## src/sv/cpnt_pkg.sv

```systemverilog
// Shared types, constants and field widths for the channel pedestal/noise tracker.
package cpnt_pkg;

	localparam int BoardW    = 5;
	localparam int LinkW     = 5;
	localparam int FrontendW = 6;
	localparam int ChannelW  = 6;
	localparam int SampleW   = 10;
	localparam int MeanW     = 18;
	localparam int CountW    = 32;
	localparam int DevW      = 56;
	localparam int RmsW      = 18;
	localparam int DiffW     = 19;   // signed S - p

	localparam int BOARD_COUNT_DEF           = 2;
	localparam int LINKS_PER_BOARD_DEF       = 24;
	localparam int FRONTENDS_PER_LINK_DEF    = 40;
	localparam int CHANNELS_PER_FRONTEND_DEF = 64;

	localparam logic [CountW-1:0] CountMax = {CountW{1'b1}};
	localparam logic [DevW-1:0]   DevMax   = {DevW{1'b1}};
	localparam logic [RmsW-1:0]   RmsMax   = {RmsW{1'b1}};

	// one table entry
	typedef struct packed {
		logic [CountW-1:0] count;
		logic [MeanW-1:0]  mean;
		logic [DevW-1:0]   dev;
	} entry_t;

	// request to the divide unit and its answer
	typedef struct packed {
		logic              start;
		logic              sqrt_mode;
		logic [DevW-1:0]   num;
		logic [CountW-1:0] den;
	} div_req_t;

	typedef struct packed {
		logic            done;
		logic [DevW-1:0] result;
	} div_rsp_t;

endpackage

```

## src/sv/cpnt_table.sv

```systemverilog
// Channel state memory with a registered read and a clearing sweep after reset.
module cpnt_table #(
	parameter int Depth = 4,
	parameter int AddrW = 2
) (
	input  logic                 clk,
	input  logic                 arst_n,
	input  logic                 rd_en,
	input  logic [AddrW-1:0]     rd_addr,
	output cpnt_pkg::entry_t     rd_data,
	input  logic                 wr_en,
	input  logic [AddrW-1:0]     wr_addr,
	input  cpnt_pkg::entry_t     wr_data,
	output logic                 clearing
);
	import cpnt_pkg::*;

	entry_t           mem [Depth];
	logic [AddrW:0]   clr_q;
	logic             clr_busy_q;

	always_ff @(posedge clk or negedge arst_n) begin
		if (!arst_n) begin
			clr_q      <= '0;
			clr_busy_q <= 1'b1;
		end else if (clr_busy_q) begin
			clr_q <= clr_q + 1'b1;
			if (clr_q == (AddrW+1)'(Depth - 1)) clr_busy_q <= 1'b0;
		end
	end

	always_ff @(posedge clk) begin
		if (clr_busy_q) mem[clr_q[AddrW-1:0]] <= '0;
		else if (wr_en) mem[wr_addr] <= wr_data;
		if (rd_en) rd_data <= mem[rd_addr];
	end

	assign clearing = clr_busy_q;

	property p_no_write_clearing;
		@(posedge clk) disable iff (!arst_n) clr_busy_q |-> !wr_en && !rd_en;
	endproperty
	a_no_write_clearing: assert property (p_no_write_clearing) else $error("access during clear");

	property p_clear_in_range;
		@(posedge clk) disable iff (!arst_n) clr_busy_q |-> clr_q < (AddrW+1)'(Depth);
	endproperty
	a_clear_in_range: assert property (p_clear_in_range) else $error("clear out of range");

	property p_clear_once;
		@(posedge clk) disable iff (!arst_n) !clr_busy_q |=> !clr_busy_q;
	endproperty
	a_clear_once: assert property (p_clear_once) else $error("clear restarted");

endmodule

```

## config.mk

```make
export PLATFORM = sky130hd
export DESIGN_NAME = cpnt_table
export DESIGN_NICKNAME = d
export VERILOG_FILES = /design/src/sv/cpnt_pkg.sv /design/src/sv/cpnt_table.sv
export SDC_FILE = /design/constraint.sdc
export NUM_CORES = 1
export LEC_CHECK = 0
export ABC_AREA = 1
export BUFFER_PORTS_ARGS = -buffer_cell sky130_fd_sc_hd__buf_2
export CORE_AREA = 5 5 187 207
export CTS_CLUSTER_DIAMETER = 100
export DETAILED_ROUTE_END_ITERATION = 7
export DIE_AREA = 0 0 192 212
export GPL_TIMING_DRIVEN = 0
export PLACE_DENSITY = 0.83
export SLEW_MARGIN = 20
export SYNTH_ARGS = -nofsm -noshare
export SYNTH_HDL_FRONTEND = slang
export SYNTH_SLANG_ARGS = --single-unit
```

## constraint.sdc

```tcl
create_clock -name clk -period 8.2 [get_ports clk]
set_input_delay 0.82 -clock clk [delete_from_list [all_inputs] [get_ports clk]]
set_output_delay 0.82 -clock clk [all_outputs]
set_load 0.05 [all_outputs]
```

# Yosys cells after proc, flatten, opt, wreduce, memory -nomap -nowiden
# Memories as Yosys holds them, arrays and structs flattened. A register that Yosys moved wholly into a read port is not among the register bits.
# Cells that the tools add are included.
[totals]
in_bits = 114
mem_count = 1
ff_bits = 4
elab_cells = 16
mem_bits_rw = 424
[op_classes]
muxes = 10
n_reduce_logical = 1
n_eq_ne = 1
addsub = 1
[mem_list]
columns = ["name", "words", "word_bits", "read_ports", "rd_ports_with_merged_regs", "wr", "line_no", "rtl"]
rows = [
  ["mem", 4, 106, 1, 1, 1, "cpnt_table.sv:18", "entry_t mem [Depth];"],
]
[op_table]
columns = ["op", "count"]
rows = [
  ["$mux W106", 1],
  ["$reduce_or A106 Y1", 1],
  ["$mux W1", 8],
  ["$add A3 B1 Y3 const B", 1],
  ["$eq A3 B2 Y1 const B", 1],
  ["$mux W2", 1],
]

# Logic depth before layout (Yosys ltp)
# Gate-level depths: netlist (run 1).
[depth]
ltp_word = 5
depth_mapped = 7
ltp_nobuf = 6

# Least setup slack after synthesis (run 1)
# OpenSTA, ideal clock, no wires.
[synth_path]
path_type = "input-to-reg"
startpoint = "in wr_en"
endpoint = "mem mem[0][0] in the netlist's numbering (enable)"
slack_ps = 2003
arrival_time_ps = 5625
cell_stages = 5
n_path_buf = 1
path_cell_list = "nand2_2 buf_4 nand2_1 nand3_1 nor2_1"
[synth_between]
elab_chain_len = 5
word_cells_on_any_way = 6
classes_between = "mux: 5; reduce/logical: 1"
[synth_lines]
columns = ["element", "line_no", "rtl"]
rows = [
  ["start: declaration", "cpnt_table.sv:11", "input logic wr_en,"],
  ["$mux W1 *", "cpnt_table.sv:34", "else if (wr_en) mem[wr_addr] <= wr_data;"],
  ["$mux W1 *", "cpnt_table.sv:33", "if (clr_busy_q) mem[clr_q[AddrW-1:0]] <= '0;"],
  ["$mux W1 (not written as such) *", "cpnt_table.sv:34", ""],
  ["$reduce_or A106 Y1 (no source line)", "n/a", ""],
  ["$mux W2 (no source line) or $mux W1 (tied branches)", "n/a", ""],
  ["end: declaration", "cpnt_table.sv:18", ""],
]
# Every way passes the cells marked *; elsewhere a longest branch is shown, timed or not.

# Worst setup path after layout (run 1)
[layout_path]
startpoint = "reg clr_busy_q, in the netlist clearing"
endpoint = "mem mem[1][52] in the netlist's numbering (enable)"
[layout_between]
elab_chain_len = 4
word_cells_on_any_way = 7
classes_between = "mux: 6; reduce/logical: 1"
[layout_lines]
columns = ["element", "line_no", "rtl"]
rows = [
  ["start: declaration", "cpnt_table.sv:20", "logic clr_busy_q;"],
  ["start signal: assignment", "cpnt_table.sv:25", "clr_busy_q <= 1'b1;"],
  ["start signal: assignment", "cpnt_table.sv:28", "if (clr_q == (AddrW+1)'(Depth - 1)) clr_busy_q <= 1'b0;"],
  ["$mux W1", "cpnt_table.sv:33", ""],
  ["$mux W1 (not written as such)", "cpnt_table.sv:34", ""],
  ["$reduce_or A106 Y1 (no source line)", "n/a", ""],
  ["$mux W2 (no source line) or $mux W1 (tied branches)", "n/a", ""],
]
# Several ways; a longest one is shown, not always the timed one.

==> results.json, run 1 <==
{
  "postRouteAntennaNets": 0,
  "min_path_type": "in2async",
  "max-cap-violations": 0,
  "synth_nets": 1714,
  "cts_hold_buf": 0,
  "worst_pin_slew_ns": 0.792,
  "final_cell_mix": "530 x edfxtp_1, 323 x inv_1, 244 x buf_2",
  "worstPathMaxFanout": 23,
  "multi_input_area_sq_um": 3350,
  "fp.dieW_microns": 192,
  "rsz0062_at_grt": "false",
  "htree_levels": 2,
  "syn_area_sq_um": 21100,
  "synth-seq-cells": 534,
  "cts_tree": "built",
  "seq_area_sq_um": 16000,
  "worst_ep_required_time_ns": 8.45,
  "grt_max_degree": 58,
  "fillers": 2406,
  "clock_skew_ns": 0.00881,
  "syn_inst": 1598,
  "cts_inserted_buffers": 49,
  "syn_to_final_growth_pct": 18.5,
  "drt_pass1_iterations": 6,
  "synth_area_per_cell_sq_um": 13.2,
  "setup_tns_ns": 0,
  "grt_antenna_before_repair": 2,
  "maxSlewViolCount": 0,
  "dpl_cell_area_sq_um": 23400,
  "yosysWarningCount": 0,
  "power_density_nw_per_um2": 239,
  "post_cts_buffers": 0,
  "io_buffers": 218,
  "timing.slew.headroom": 0.471,
  "dpl.cell_count": 2331,
  "layout_commonest_cell": "edfxtp_1",
  "final-hold-violation-count": 0,
  "grt_pass1_vias": 13018,
  "viasPerCell": 5.35,
  "p_leak_nw": 10.3,
  "start_util": 0.577,
  "dieHeight_microns": 212,
  "reg2reg_depth": 9,
  "vdd_drop_max_uv": 238,
  "nNetsFinal": 2004,
  "r2r_slack_ns": 4.89,
  "grt_pass1_wl_microns": 71000,
  "coreArea_sq_um": 36600,
  "grt_usage": 0.228,
  "drc": 0,
  "gp_congestion": 0.779,
  "root_buffer": "clkbuf_16",
  "wl_per_cell_microns": 19.1,
  "totalPowerFinal_mw": 5.99,
  "min_period_ns": 3.31,
  "rows": 74,
  "cp-end-kind": "flop",
  "overflow": 0,
  "place_hpwl_microns": 29300,
  "fin_area_sq_um": 25000,
  "yosysSeqAreaShare": 0.758,
  "setup_viol": 0,
  "cp-endpoint": "mem[1][52]$_DFFE_PP_",
  "vias": 12955,
  "clk_latency_ns": 0.55,
  "ys_types": 21,
  "start_kind": "flop",
  "clock_path_buffers": 3,
  "cts_resized": 0,
  "clkTransAtPathRegs_ns": 0.06,
  "critPathLaunch": "clearing$_DFF_PN1_",
  "cts_sinks": 534,
  "die_area_sq_um": 40700,
  "routed_wirelength_microns": 46300,
  "timing.rr.start": "clearing$_DFF_PN1_",
  "fmax_mhz": 302,
  "timing.final.crit_share": 0.404,
  "critical_path_class": "reg2reg",
  "io_pins": 221,
  "drtIter0Drc": 1261,
  "drive_above_1_share": 0.215,
  "status": "finished, final reports clean",
  "final_cells": 2420,
  "timing.rr.end": "mem[1][52]$_DFFE_PP_",
  "cp_data_arrival_time_ns": 3.56
}
-- worst max-delay path: stages, from the launching register on --
cell and delay (ns):
dfstp_2 0.58, inv_1 0.13, nand2_2 0.39, nand2_1 0.15, nand2_1 0.22, inv_1 0.16
nor2_4 0.66, buf_12 0.28, buf_12 0.21, buf_12 0.21
-- final cells by class --
class                   count  share of cell area
plain buffers              82              0.0228
well taps                 494              0.0247
inverters                 323              0.0485
flip-flops and latches    534               0.640
multi-input cells         659               0.134
clock inverters            29              0.0140
repair buffers            239              0.0634
clock buffers              59              0.0525
diodes                      1            0.000100
-- worst min path at each step --
stage / start / endpoint / slack (ns) / cells after the start
CTS: arst_n / clr_q[1]$_DFFE_PN0P_ / 0.04 / 1
floorplan: clr_q[2]$_DFFE_PN0P_ / clr_q[2]$_DFFE_PN0P_ / 0.45 / 2
global placement: clr_q[2]$_DFFE_PN0P_ / clr_q[2]$_DFFE_PN0P_ / 0.47 / 2
global route: arst_n / clr_q[2]$_DFFE_PN0P_ / 0.04 / 1
finish: arst_n / clr_q[2]$_DFFE_PN0P_ / 0.06 / 1
detailed placement: clr_q[2]$_DFFE_PN0P_ / clr_q[2]$_DFFE_PN0P_ / 0.48 / 2
-- state kept, by name, summed over array words and instances (netlist names) --
name,count
mem,424
rd_data,106
clr_q,3
clearing,1
-- kinds of logic (layout without fill, tap and decap cells) --
group | count (synthesis) | after routing | share of synthesized area
other | 0 | 1 | 0
AOI/OAI and AO/OA | 320 | 320 | 0.0953
adders and majority gates | 2 | 2 | 0.00118
and+or+nand+nor | 336 | 336 | 0.0603
buffers and inverters | 405 | 732 | 0.0844
xor gates and xnor gates | 1 | 1 | 0.000415
DFF | 534 | 534 | 0.758
-- cells in the mapped netlist --
| library cell | n | area (sq um) |
|---|---|---|
| edfxtp_1 | 530 | 15900 |
| inv_1 | 323 | 1210 |
| nand2_1 | 218 | 818 |
| nor2_1 | 111 | 417 |
| a21oi_1 | 106 | 531 |
| o211ai_1 | 77 | 578 |
| o21ai_0 | 58 | 290 |
| o21ai_1 | 50 | 250 |
| o211ai_2 | 29 | 363 |
| buf_2 | 27 | 135 |
| buf_6 | 27 | 304 |
| clkbuf_1 | 16 | 60.1 |
| buf_4 | 7 | 52.6 |
| buf_1 | 5 | 18.8 |
| nand3_1 | 5 | 25.0 |
| dfrtp_1 | 3 | 75.1 |
| ha_1 | 2 | 25.0 |
| dfstp_2 | 1 | 26.3 |
| nand2_2 | 1 | 6.26 |
| or2_2 | 1 | 6.26 |
| xor2_1 | 1 | 8.76 |
-- power breakdown --
part,leakage [nW],total [mW],internal (mW),switching (mW)
combinational,4.12,0.505,0.135,0.370
clock,0.820,2.35,1.39,0.955
sequential,5.38,3.14,3.11,0.0232
-- metrics by stage --
step	hold WS, ns	setup slack (ns)	utilization
after floorplan	0.453	2.00	-
after global placement	0.468	-2.00	0.624
after detailed placement	0.476	4.63	0.638
after CTS	0.0352	4.89	0.684
after global routing	0.0410	4.74	0.684
final	0.0638	4.89	0.684
-- metal layers --
metal / track usage / up-vias / part of all wire
met3: 0.0394 / 108 / 0.082
met1: 0.293 / 6210 / 0.37
li1: - / 6010 / -
met4: 0.0794 / 0 / 0.030
met2: 0.396 / 627 / 0.51
met5: 0 / - / 0
Note: power is estimated with default switching activity, not from simulation.
==> inputs of run 2 (changes only) <==
==> constraint.sdc (replaced) <==
create_clock -name clk -period 3.4 [get_ports clk]
set_input_delay 0.34 -clock clk [delete_from_list [all_inputs] [get_ports clk]]
set_output_delay 0.34 -clock clk [all_outputs]
set_load 0.05 [all_outputs]
==> run 2 against run 1 <==
Net effect: final cell count rose by 0.25%; setup slack got worse by 4.7 ns; total power rose by 140%; non-clock buffer count rose by 2; clock-buffer cell count rose by 2; sequential power rose by 140%; die area did not move; critical path depth rose by 1; largest cell class unchanged.
==> results.json, run 2 (synthesis gave the netlist of run 1 again) <==
{
  "status": "finished, final reports clean",
  "layout_commonest_cell": "edfxtp_1",
  "crit_path_max_incr_delay_ns": 0.51,
  "clkTransAtPathRegs_ns": 0.06,
  "busiest_layer": "met2",
  "place_hpwl_microns": 29700,
  "drive_above_1_share": 0.210,
  "reg.largest.list": "mem: 424 flops, rd_data: 106 flops, clr_q: 3 flops",
  "start_util": 0.577,
  "grt_antenna_before_repair": 2,
  "fmax_mhz": 314,
  "overflow": 0,
  "gp_congestion": 0.765,
  "power_density_nw_per_um2": 569,
  "regMostFlops": "mem",
  "path_delay_family": "buffers and inverters",
  "htree_levels": 2,
  "grt_pass1_vias": 13390,
  "viasPerCell": 5.34,
  "timing.slew.headroom": 0.539,
  "syn_to_final_growth_pct": 18.4,
  "critical_path_class": "reg2reg",
  "multi_input_area_sq_um": 3350,
  "final_cells": 2426,
  "path_depth": 10,
  "reg2reg_depth": 10,
  "postRouteAntennaNets": 0,
  "r2r_slack_ns": 0.22,
  "min_path_type": "in2async",
  "cpMostUsedCell": "buf_16",
  "cts_hold_buf": 1,
  "vias": 12960,
  "seq_area_sq_um": 16000,
  "cts_tree": "built",
  "min_period_ns": 3.18,
  "die_area_sq_um": 40700,
  "p_leak_nw": 10.3,
  "setup_viol": 0,
  "worstPathMaxFanout": 16,
  "fp.dieW_microns": 192,
  "rows": 74,
  "fillers": 2358,
  "grt_pass1_wl_microns": 71600,
  "worst_ep_required_time_ns": 3.68,
  "grt_max_degree": 58,
  "rsz0062_at_grt": "false",
  "met1_usage": 0.292,
  "clock_path_buffers": 3,
  "cts_sinks": 534,
  "setup_tns_ns": 0,
  "grt_use_met3": 0.0384,
  "path_cells": "inv_1, nand2_2, buf_4, nand2_1, nand3_1, nor2_4, buf_16, buf_16, buf_16, buf_16",
  "critPathBufInv": 6,
  "start_kind": "flop",
  "final-hold-violation-count": 0,
  "clock_skew_ns": 0.0104,
  "largest_register_ffs": 424,
  "final_cell_mix": "530 x edfxtp_1, 323 x inv_1, 244 x buf_2",
  "wl_per_cell_microns": 19.3,
  "timing.final.crit_share": 0.936,
  "nNetsFinal": 2007,
  "cts_inserted_buffers": 50,
  "post_cts_buffers": 0,
  "drt_pass1_iterations": 6,
  "cp_data_arrival_time_ns": 3.46,
  "grt_usage": 0.229,
  "maxSlewViolCount": 0,
  "drc": 0,
  "routed_wirelength_microns": 46900,
  "vdd_drop_max_uv": 435,
  "clk_latency_ns": 0.57,
  "max-cap-violations": 0,
  "drtIter0Drc": 1261,
  "io_buffers": 218,
  "grt_util_met2": 0.390,
  "worst_pin_slew_ns": 0.689,
  "dpl.cell_count": 2332,
  "io_pins": 221,
  "cp-end-kind": "flop",
  "root_buffer": "clkbuf_16",
  "crit_slowest_cell": "nor2_4",
  "coreArea_sq_um": 36600,
  "dieHeight_microns": 212,
  "cts_resized": 0
}
run 2: changes by cell type in the layout (fill, tap and decap cells not counted), sizes merged:
| cell | delta |
|---|---|
| clkinv | +6 |
| bufinv | -4 |
| clkbuf | +2 |
| buf | +1 |
| clkinvlp | +1 |
| dlygate4sd3 | +1 |
| inv | -1 |
run 2: cell type report:
| cell class | instances | area share |
|---|---|---|
| Sequential cell | 534 | 0.640 |
| Multi-Input combinational cell | 659 | 0.134 |
| Timing Repair Buffer | 241 | 0.0658 |
| Clock buffer | 61 | 0.0542 |
| Inverter | 323 | 0.0485 |
| Tap cell | 494 | 0.0247 |
| Buffer | 82 | 0.0228 |
| Clock inverter | 31 | 0.00970 |
| Antenna cell | 1 | 0.000100 |
run 2: worst register-to-register path, delay by kind of cell, from the launching register on:
family	cells	cell delay (ns)
simple gates	4	1.17
flops	1	0.40
buf+inv	6	1.31
run 2: per-layer routing:
metal / vias to the layer above / part of all wire
met3: 124 / 0.070
met2: 548 / 0.50
li1: 6022 / -
met4: 2 / 0.043
met1: 6264 / 0.38
met5: - / 0.00028
run 2: stage by stage:
step	setup WS [ns]	power (mW)	util	hold slack [ns]	instance area [sq um]
CTS	0.218	14.3	0.684	0.0702	25000
global placement	-3.35	8.86	0.624	0.146	22800
detailed placement	0.234	8.93	0.640	0.151	23400
floorplan	-1.09	8.47	-	0.0444	21100
global route	0.105	14.7	0.684	0.0910	25000
finish	0.218	14.2	0.684	0.0967	25000
run 2: where the power goes:
part           internal (mW)  total [mW]  leakage (nW)  switching (mW)
sequential              7.51        7.57          5.38          0.0595
combinational          0.332        1.23          4.14           0.894
clock                   3.13        5.44         0.776            2.31
total                   11.0        14.2          10.3            3.27
run 2: worst paths after layout:
kind | from | to
setup / recovery | clearing$_DFF_PN1_ | mem[2][37]$_DFFE_PP_
hold / removal | arst_n | clr_q[1]$_DFFE_PN0P_
setup reg to reg | clearing$_DFF_PN1_ | mem[2][37]$_DFFE_PP_
hold reg to reg | clr_q[0]$_DFFE_PN0P_ | clr_q[0]$_DFFE_PN0P_
max in group asynchronous | arst_n | clearing$_DFF_PN1_
min in group clk | wr_data[88] | mem[1][88]$_DFFE_PP_
