File: config.mk
export PLATFORM = sky130hd
export DESIGN_NAME = cpnt_divsqrt
export DESIGN_NICKNAME = d
export VERILOG_FILES = /design/src/sv/cpnt_pkg.sv /design/src/sv/cpnt_divsqrt.sv
export SDC_FILE = /design/constraint.sdc
export NUM_CORES = 1
export LEC_CHECK = 0
export BUFFER_PORTS_ARGS = -buffer_cell sky130_fd_sc_hd__buf_2
export CORE_ASPECT_RATIO = 1.75
export CORE_MARGIN = 2
export CORE_UTILIZATION = 65
export CTS_BUF_LIST = sky130_fd_sc_hd__clkbuf_4 sky130_fd_sc_hd__clkbuf_8
export CTS_CLUSTER_DIAMETER = 200
export DETAILED_ROUTE_END_ITERATION = 6
export GPL_ROUTABILITY_DRIVEN = 0
export HOLD_SLACK_MARGIN = 0.15
export PLACE_DENSITY = 0.85
export SYNTH_ARGS = -nofsm -noshare
export SYNTH_HDL_FRONTEND = slang
export SYNTH_SLANG_ARGS = --single-unit
export TNS_END_PERCENT = 10
File: constraint.sdc
create_clock -name clk -period 5.45 [get_ports clk]
set_input_delay 0.8175 -clock clk [delete_from_list [all_inputs] [get_ports clk]]
set_output_delay 0.8175 -clock clk [all_outputs]
set_load 0.05 [all_outputs]
File: src/sv/cpnt_pkg.sv
// Shared types, constants and field widths for the channel pedestal/noise tracker.
package cpnt_pkg;

	localparam int BoardW    = 5;
	localparam int LinkW     = 5;
	localparam int FrontendW = 6;
	localparam int ChannelW  = 6;
	localparam int SampleW   = 10;
	localparam int MeanW     = 18;
	localparam int CountW    = 32;
	localparam int DevW      = 56;
	localparam int RmsW      = 18;
	localparam int DiffW     = 19;   // signed S - p

	localparam int BOARD_COUNT_DEF           = 2;
	localparam int LINKS_PER_BOARD_DEF       = 24;
	localparam int FRONTENDS_PER_LINK_DEF    = 40;
	localparam int CHANNELS_PER_FRONTEND_DEF = 64;

	localparam logic [CountW-1:0] CountMax = {CountW{1'b1}};
	localparam logic [DevW-1:0]   DevMax   = {DevW{1'b1}};
	localparam logic [RmsW-1:0]   RmsMax   = {RmsW{1'b1}};

	// one table entry
	typedef struct packed {
		logic [CountW-1:0] count;
		logic [MeanW-1:0]  mean;
		logic [DevW-1:0]   dev;
	} entry_t;

	// request to the divide unit and its answer
	typedef struct packed {
		logic              start;
		logic              sqrt_mode;
		logic [DevW-1:0]   num;
		logic [CountW-1:0] den;
	} div_req_t;

	typedef struct packed {
		logic            done;
		logic [DevW-1:0] result;
	} div_rsp_t;

endpackage

File: src/sv/cpnt_divsqrt.sv
// Shared iterative unit: restoring divide (one quotient bit a cycle) or square root (one bit a cycle).
module cpnt_divsqrt (
	input  logic               clk,
	input  logic               arst_n,
	input  cpnt_pkg::div_req_t req,
	output cpnt_pkg::div_rsp_t rsp
);
	import cpnt_pkg::*;

	localparam int StepW = $clog2(DevW + 1);

	logic              busy_q;
	logic              mode_q;
	logic [StepW-1:0]  step_q;
	logic [DevW-1:0]   num_q;     // shifts out numerator bits (divide) / value (sqrt)
	logic [CountW-1:0] den_q;
	logic [DevW:0]     rem_q;     // partial remainder
	logic [DevW-1:0]   quo_q;
	logic              done_q;

	// divide step
	logic [DevW:0]   rem_sh;
	logic [DevW:0]   rem_sub;
	logic            rem_ge;
	// sqrt step: two value bits enter per cycle
	logic [DevW+1:0] srem_sh;
	logic [DevW+1:0] strial;
	logic            s_ge;

	always_comb begin
		rem_sh  = {rem_q[DevW-1:0], num_q[DevW-1]};
		rem_ge  = rem_sh >= {{(DevW+1-CountW){1'b0}}, den_q};
		rem_sub = rem_sh - {{(DevW+1-CountW){1'b0}}, den_q};
		srem_sh = {rem_q[DevW-1:0], num_q[DevW-1:DevW-2]};
		strial  = {quo_q, 2'b01};
		s_ge    = srem_sh >= strial;
	end

	always_ff @(posedge clk or negedge arst_n) begin
		if (!arst_n) begin
			busy_q <= 1'b0;
			done_q <= 1'b0;
			step_q <= '0;
		end else begin
			done_q <= 1'b0;
			if (req.start) begin
				busy_q <= 1'b1;
				mode_q <= req.sqrt_mode;
				num_q  <= req.num;
				den_q  <= req.den;
				rem_q  <= '0;
				quo_q  <= '0;
				step_q <= req.sqrt_mode ? StepW'(DevW/2) : StepW'(DevW);
			end else if (busy_q) begin
				if (!mode_q) begin
					num_q <= {num_q[DevW-2:0], 1'b0};
					rem_q <= rem_ge ? rem_sub : rem_sh;
					quo_q <= {quo_q[DevW-2:0], rem_ge};
				end else begin
					num_q <= {num_q[DevW-3:0], 2'b00};
					rem_q <= s_ge ? (DevW+1)'(srem_sh - strial) : srem_sh[DevW:0];
					quo_q <= {quo_q[DevW-2:0], s_ge};
				end
				step_q <= step_q - 1'b1;
				if (step_q == StepW'(1)) begin
					busy_q <= 1'b0;
					done_q <= 1'b1;
				end
			end
		end
	end

	assign rsp.done   = done_q;
	assign rsp.result = quo_q;

	property p_done_ends_busy;
		@(posedge clk) disable iff (!arst_n) done_q |-> !busy_q;
	endproperty
	a_done_ends_busy: assert property (p_done_ends_busy) else $error("done while busy");

	property p_no_start_busy;
		@(posedge clk) disable iff (!arst_n) busy_q |-> !req.start;
	endproperty
	a_no_start_busy: assert property (p_no_start_busy) else $error("start while busy");

	property p_step_nonzero;
		@(posedge clk) disable iff (!arst_n) busy_q |-> step_q != '0;
	endproperty
	a_step_nonzero: assert property (p_step_nonzero) else $error("busy with zero steps");

endmodule

# ---- Yosys cells after proc, flatten, opt, wreduce, memory -nomap -nowiden
# Cells that the tools add are included.
# W data, S select, Z words.
dict set report op_classes {
  add_sub_neg 3
  n_lt_le_gt_ge 2
  eq_ne 1
  mux 18
  n_reduce_logical 3
}
# cell n
set ops {}
lappend ops {{$mux W57} 4}
lappend ops {{$mux W56} 4}
lappend ops {{$ge A58 B58 Y1} 1}
lappend ops {{$ge A57 B32 Y1} 1}
lappend ops {{$sub A57 B32 Y57} 1}
lappend ops {{$sub A57 B57 Y57} 1}
lappend ops {{$mux W6} 3}
lappend ops {{$mux W1} 7}
lappend ops {{$eq A6 B1 Y1 const B} 1}
lappend ops {{$sub A6 B1 Y6 const B} 1}
lappend ops {{$reduce_and A2 Y1} 2}
lappend ops {{$reduce_bool A2 Y1} 1}
dict set report word_totals {
  regBits 210
  in_bits 92
  output_inout_bits 57
  word_cells 35
}

# ---- Longest topological paths before layout
# Gate-level depths: netlist of the first run.
dict set report logic_depth {
  ltp_word 4
  ltp_mapped 15
  mapped_depth_nobuf 13
}

# ---- Worst setup path after synthesis of the first run
# Ideal clock, no wire load.
dict set report synth_path {
  path_kind {input to register}
  startpoint {input req[89] (netlist bit)}
  endpoint {register num_q[0] (enable)}
  setup_time_ns 0.476
  arrival_ns 3.862
  t_required_ns 4.974
  slack_ns 1.112
  path_stages 4
  path_buffers 2
  path_cell_list {clkbuf_1 -> nor2_1 -> clkbuf_1 -> nor2b_1}
}
dict set report synth_between {
  elab_chain_len 2
}
# item line
set synth_rtl {}
lappend synth_rtl {{start, declared} cpnt_divsqrt.sv:5} ;# input cpnt_pkg::div_req_t req,
lappend synth_rtl {{$reduce_bool A2 Y1 (no source line)} n/a}
lappend synth_rtl {{$reduce_and A2 Y1 (no source line)} n/a}
lappend synth_rtl {{end signal, assigned} cpnt_divsqrt.sv:49} ;# num_q <= req.num;
lappend synth_rtl {{end signal, assigned} cpnt_divsqrt.sv:56} ;# num_q <= {num_q[DevW-2:0], 1'b0};
lappend synth_rtl {{end signal, assigned} cpnt_divsqrt.sv:60} ;# num_q <= {num_q[DevW-3:0], 2'b00};
lappend synth_rtl {{end, declared} cpnt_divsqrt.sv:15} ;# logic [DevW-1:0] num_q;
# No other way between the ends.
# A chain may end at the register's enable or synchronous reset.

# ---- Worst setup path after layout of the first run
dict set report layout_path {
  startpoint {register rem_q[13]}
  endpoint {register rem_q[12] (data pin)}
}
dict set report layout_between {
  elab_chain_len 4
  elab_cells_between_ends 6
  cone_classes {order compare: 2; mux: 4}
}
# item line
set layout_rtl {}
lappend layout_rtl {{start, declared} cpnt_divsqrt.sv:17} ;# logic [DevW:0] rem_q;
lappend layout_rtl {{start signal, assigned} cpnt_divsqrt.sv:57} ;# rem_q <= rem_ge ? rem_sub : rem_sh;
lappend layout_rtl {{start signal, assigned} cpnt_divsqrt.sv:61} ;# rem_q <= s_ge ? (DevW+1)'(srem_sh - strial) : srem_sh[DevW:0];
lappend layout_rtl {{$ge A58 B58 Y1 / $ge A57 B32 Y1 (equally long branches)} {cpnt_divsqrt.sv:36, cpnt_divsqrt.sv:32}}
lappend layout_rtl {{$mux W57 (on tied branches)} {cpnt_divsqrt.sv:61, cpnt_divsqrt.sv:57}}
lappend layout_rtl {{$mux W57 *} cpnt_divsqrt.sv:55} ;# if (!mode_q) begin
lappend layout_rtl {{$mux W57 *} cpnt_divsqrt.sv:54} ;# end else if (busy_q) begin
# Every way passes the cells marked *; elsewhere a longest branch is shown, timed or not.

==> results.yml, run 1 <==
synth:
  synth_xor_xnor_area_share: 0.05059
  synth_fa_ha_area_frac: 0.07047
  syn_nets: 2039
  yosysUniqueCellTypes: 87
  synth_compound_area_frac: 0.2184
  synth_top_family_by_area: "compound AO/OA/AOI/OAI gates"
  synth_seq_cells: 209
  yosys_warnings: 0
  synthArstFlopShare: 0.03828
  ys.flop_type: "edfxtp_1"
  synth-edff-count: 201
  synth.area.mux_share: 0.07665
  syn_inst: 1854
  seq_area_frac_synth: 0.3752
  netlist_area_sq_um: 16620
  synthSimpleGateAreaFrac: 0.1571
  postSynthAreaPerCell_sq_um: 8.964
final_layout:
  final_core_util: 0.7225
  drive_above_1_share: 0.1310
  nNetsFinal: 2144
  area_growth_pct: 9.735
  antenna_cells: 0
  layout_commonest_cell: "nand2_1"
  layout_common_cells: "208 x nand2_1, 201 x edfxtp_1, 146 x buf_2, 143 x a21oi_1, 139 x nor2_1"
clock_tree:
  cts_tree: "built"
  cts_hold_buf: 0
  clock_sinks: 209
  cts_buffers: 35
  clock_path_buffers: 3
  htreeDepth: 2
  cts_setup_buffers: 0
  clk_pin_slew_ns: 0.07
  clk_latency_ns: 0.58
  ctsResizeCount: 0
  clockRootBuffer: "clkbuf_8"
global_routing:
  antenna_found_initial: 0
  grt_max_degree: 101
  grt_pass1_vias: 15650
  grt_overflow: 0
  grt_pass1_wl_mm: 78.74
  grt_usage: 0.3639
pwr:
  power_density_nw_per_um2: 306.0
  p_leak_nw: 7.882
  ir_worst_vdd_mv: 0.2357
  total_power_mw: 5.580
run_status:
  violations: "design-rule violations"
  status: "complete, but fails checks"
drt:
  wl_per_cell_um: 22.13
  antenna_left: 0
  vias_per_cell: 6.821
  first_iter_violations: 1631
  dr_total_vias: 15690
  drtPass1Iterations: 7
  wl_mm: 50.89
  drc: 17
die:
  die_area_sq_um: 26910
  coreArea_sq_um: 25240
  die_y_um: 215.5
  dieWidth_um: 124.9
  io_pins: 149
  rows: 77
  start_util: 0.6584
placement:
  io_buffers: 148
  dp_slack_ns: 1.106
  place_hpwl_mm: 36.36
timing:
  finClkSkew_ns: 0.04875
  timing.fmax_ghz: 0.2216
  rsz0062_at_grt: "no"
  tightestPinTransition_ns: 1.096
  fin_ws_ns: 0.9379
  fin_hold_ws_ns: 0.4137
  setup_viol: 0
  slew_violations: 0
  finalHoldViolCount: 0
  fin_crit_ns: 4.512
  finalSetupTns_ns: 0
  fin_crit_sh: 0.8279
  maxSlewHeadroom: 0.2676
critical_path:
  crit_chain: "ha_1 -> nand4_1 -> nor2_1 -> nand3_1 -> a2111o_1 -> a311oi_4 -> o2111ai_2 -> nand2_1 -> mux2_2 -> o211ai_1 -> a21oi_1"
  critPathMaxStageDelay_ns: 0.90
  slowest_stage: "nand2_1"
  crit_path_end_kind: "register"
  crit_arrival_ns: 4.77
  cp_max_fo: 22
  worstPathRequired_ns: 5.71
  criticalPathCategory: "register to register"
  start_kind: "register"
job:
  cap_viol_max_count: 0
min_path:
  min_path_type: "input port to register"
-- worst max-delay path, delay by kind of cell (launching register included) --
family | cells | cell delay, ns
AO/OA/AOI/OAI | 5 | 1.39
adder cells (fa/ha/maj) | 1 | 0.46
multiplexers | 1 | 0.43
flip-flops | 1 | 0.51
AND/OR/NAND/NOR | 4 | 1.43
-- cell usage after synthesis, drive strengths merged (17+ instances only) --
master    n  area (sq um)
xor2     36         315.3
o21ai   118         590.6
mux2i   116          1161
a21o     50         375.4
nor3     43         220.2
a21oi   143         715.7
clkbuf   81         304.0
a211oi   17         132.6
buf      20         95.09
xnor2    60         525.5
nand2   208         780.8
nor4     19         125.1
ha       92          1151
nor2    142         535.5
nand4    29         181.4
o211ai   64         480.5
nand3    45         225.2
edfxtp  201          6036
inv     119         446.7
-- where the power goes --
part	internal [mW]	switching, mW	total (mW)
Clock	0.739	0.706	1.44
Combinational	0.766	1.27	2.03
Sequential	1.94	0.163	2.10
-- registers in the layout, indices dropped and copies added (netlist names) --
register / count
rem_q: 56
quo_q: 56
done_q: 1
step_q: 6
busy_q: 1
den_q: 32
mode_q: 1
num_q: 56
-- per-layer routing --
metal  global-route usage  part of all wire  vias to the layer above
li1                     -                 -                     7086
met1               0.3763              0.34                     7277
met2               0.6270              0.49                      976
met3              0.06718             0.079                      349
met4               0.3174              0.10                        0
met5                    0                 0                        -
-- final timing paths --
check	startpoint	endpoint	slack [ns]	cells after the start
worst min register to register	step_q[4]	step_q[4]	0.56	2
max in group asynchronous	arst_n	busy_q	4.26	2
worst max register to register	rem_q[13]	rem_q[12]	0.94	11
min in group asynchronous	arst_n	busy_q	0.71	2
worst max-delay path	rem_q[13]	rem_q[12]	0.94	11
worst min-delay path	req[24]	den_q[24]	0.41	1
-- kinds of logic (layout without fill, tap and decap cells) --
| kind of cell | after synthesis | in the layout |
|---|---|---|
| DFF | 209 | 209 |
| xor gates and xnor gates | 96 | 96 |
| adders and majority gates | 93 | 93 |
| buffers and inverters | 223 | 353 |
| AOI/OAI and AO/OA | 542 | 542 |
| muxes | 126 | 126 |
| and+or+nand+nor | 565 | 565 |
-- area by class of cell --
cell class | instances | area (sq um)
multi-input combinational | 1422 | 9550
fill | 1931 | 7005
sequential | 209 | 6240
timing repair buffer | 169 | 907.1
clock buffer | 44 | 568.0
inverter | 122 | 457.9
tap | 316 | 395.4
clock inverter | 18 | 117.6
-- through the flow --
step,std cells,cell area (sq um)
2_1_floorplan,1854,16620
3_3_place_gp,2238,17550
3_5_place_dp,2238,17550
4_1_cts,2300,18240
5_1_grt,2300,18240
6_report,2300,18240
No activity file was read; power rests on OpenSTA's default activity.
==> run 2, diff against run 1 <==
- CORE_UTILIZATION: 65 -> 63
- PLACE_DENSITY: 0.85 -> 0.83
- clock period: 5.45 -> 4.3 ns (I/O delays scaled with it)
==> run 2 against run 1 <==
Compared with the run above: final area increased by 0.86%; largest cell class unchanged; worst hold slack lost 0.22 ns; critical path depth up 1; global-route usage decreased by 0.15 points; fmax rose by 5.4%; sequential power rose by 26%; highest routed layer is now met5; first-iteration DRC count is 1.2% lower; critical endpoint is now rem_q[51]; flip-flop and latch count is the same; wire length about the same; sequential share of layout area decreased by 0.29 points; cell count is 0.87% higher; the run still ends with design-rule violations left.
==> results.yml, run 2 (same netlist as run 1, synthesis figures left out) <==
global_routing:
  antenna_found_initial: 2
  grt_max_degree: 74
  grt_usage: 0.3624
  grt_pass1_wl_mm: 79.77
  grt_pass1_vias: 15680
  grt_overflow: 0
pwr:
  p_clk_frac: 0.235
  p_sw_frac: 0.3808
  power_density_nw_per_um2: 377.5
  power_frac_comb: 0.383
  seqPwrFrac: 0.382
  p_leak_nw: 7.967
  p_int_mw: 4.299
  p_switching_mw: 2.644
  ir_worst_vdd_mv: 0.3058
placement:
  io_buffers: 148
  dpl.cell_count: 2262
  place_hpwl_mm: 36.93
critical_path:
  cp_max_fo: 7
  r2r_slack_ns: 0.02
  criticalPathCategory: "register to register"
  timing.rr.start: "rem_q[17]"
  worstPathRequired_ns: 4.66
  r2r_end: "rem_q[51]"
  r2r_cells: 12
  crit_chain: "ha_1 -> nand4_1 -> nor3_2 -> or4b_1 -> a21oi_2 -> nor3b_1 -> o31ai_2 -> buf_4 -> a31oi_1 -> or3b_1 -> a211oi_1 -> o31ai_1"
  slowest_stage: "or4b_1"
  critPathMaxStageDelay_ns: 0.50
  crit_path_end_kind: "register"
  start_kind: "register"
  crit_arrival_ns: 4.64
final_layout:
  area_growth_pct: 10.68
  layout_commonest_cell: "nand2_1"
  nNetsFinal: 2160
  reg_top3: "num_q x56, quo_q x56, rem_q x56"
  drive_above_1_share: 0.1376
  final_cells: 2320
  layout_common_cells: "208 x nand2_1, 201 x edfxtp_1, 146 x buf_2, 142 x a21oi_1, 139 x nor2_1"
  fillers: 2080
clock_tree:
  clk_latency_ns: 0.62
  htreeDepth: 1
  clockRootBuffer: "clkbuf_8"
  clock_path_buffers: 3
  cts_buffers: 31
  cts_tree: "built"
  cts_hold_buf: 0
  clock_sinks: 209
  clk_pin_slew_ns: 0.07
min_path:
  whs_endpoint: "den_q[5]"
  min_path_type: "input port to register"
  hp-start: "req[5]"
  hold_path_depth: 1
die:
  die_area_sq_um: 27750
  dieWidth_um: 126.8
  coreArea_sq_um: 25960
  rows: 78
  die_y_um: 218.9
  start_util: 0.6402
  io_pins: 149
timing:
  maxSlewHeadroom: 0.3872
  slew_violations: 0
  finalSetupTns_ns: 0
  setup_viol: 0
  finalHoldViolCount: 0
  fin_crit_sh: 0.9958
  timing.fmax_ghz: 0.2335
  fin_hold_ws_ns: 0.1986
  tightestPinTransition_ns: 0.9193
  fin_crit_ns: 4.282
  finClkSkew_ns: 0.01866
drt:
  drtPass1Iterations: 7
  dr_total_vias: 15670
  vias_per_cell: 6.754
  antenna_left: 0
  wl_mm: 50.87
  first_iter_violations: 1611
  drc: 1
  wl_per_cell_um: 21.93
job:
  cap_viol_max_count: 0
run_status:
  status: "complete, but fails checks"
  violations: "design-rule violations"
run 2: per-stage QoR:
stage          worst slack [ns]  instance area (sq um)  power, mW  utilization
2_1_floorplan            0.1344                  16620      4.480            -
3_3_place_gp            0.07459                  17780      5.168       0.6849
3_5_place_dp            0.04847                  17780      5.231       0.6849
4_1_cts                0.003018                  18380      6.860       0.7080
5_1_grt               -0.006554                  18390      7.239       0.7085
6_report                0.01819                  18390      6.943       0.7085
run 2: cell type report:
class / instances / area, sq um / area share
multi-input combinational: 1422 / 9562 / 0.5199
tap: 320 / 400.4 / 0.02177
sequential: 209 / 6240 / 0.3393
antenna: 1 / 2.502 / 0.0001361
inverter: 122 / 457.9 / 0.02490
clock buffer: 42 / 509.2 / 0.02769
timing repair buffer: 189 / 1132 / 0.06156
clock inverter: 15 / 88.84 / 0.004830
run 2: worst max path at each step:
stage	from	endpoint	slack [ns]
after floorplan	req[89]	num_q[0]	0.13
after global placement	rem_q[16]	rem_q[51]	0.07
after detailed placement	rem_q[16]	rem_q[51]	0.05
after CTS	rem_q[16]	rem_q[51]	0.003
after global routing	rem_q[18]	rem_q[51]	-0.007
final	rem_q[17]	rem_q[51]	0.02
run 2: power groups by stage:
stage,logic [mW],registers (mW),clock network [mW]
after floorplan,1.76,2.72,0
after global placement,2.50,2.67,0
after detailed placement,2.55,2.68,0
after CTS,2.57,2.64,1.65
after global routing,2.86,2.67,1.72
final,2.66,2.65,1.63
run 2: critical path, delay by kind of cell, from the launching register on:
| family | cells | cell delay, ns |
|---|---|---|
| and+or+nand+nor | 5 | 1.63 |
| AOI/OAI and AO/OA | 5 | 1.21 |
| DFF | 1 | 0.49 |
| adders and majority gates | 1 | 0.46 |
| buffers and inverters | 1 | 0.22 |
run 2: repair_timing:
item                       4_1_cts  5_1_grt
resized for setup                0        3
setup buffers                    0        0
setup endpoints to repair        0        1
run 2: layer usage:
layer / routed length [um] / global-route usage / vias to the layer above
met5: 8 / 0 / -
met4: 4880 / 0.2872 / 2
met3: 4077 / 0.06363 / 341
met2: 24740 / 0.6321 / 944
met1: 17160 / 0.3835 / 7244
li1: - / - / 7138
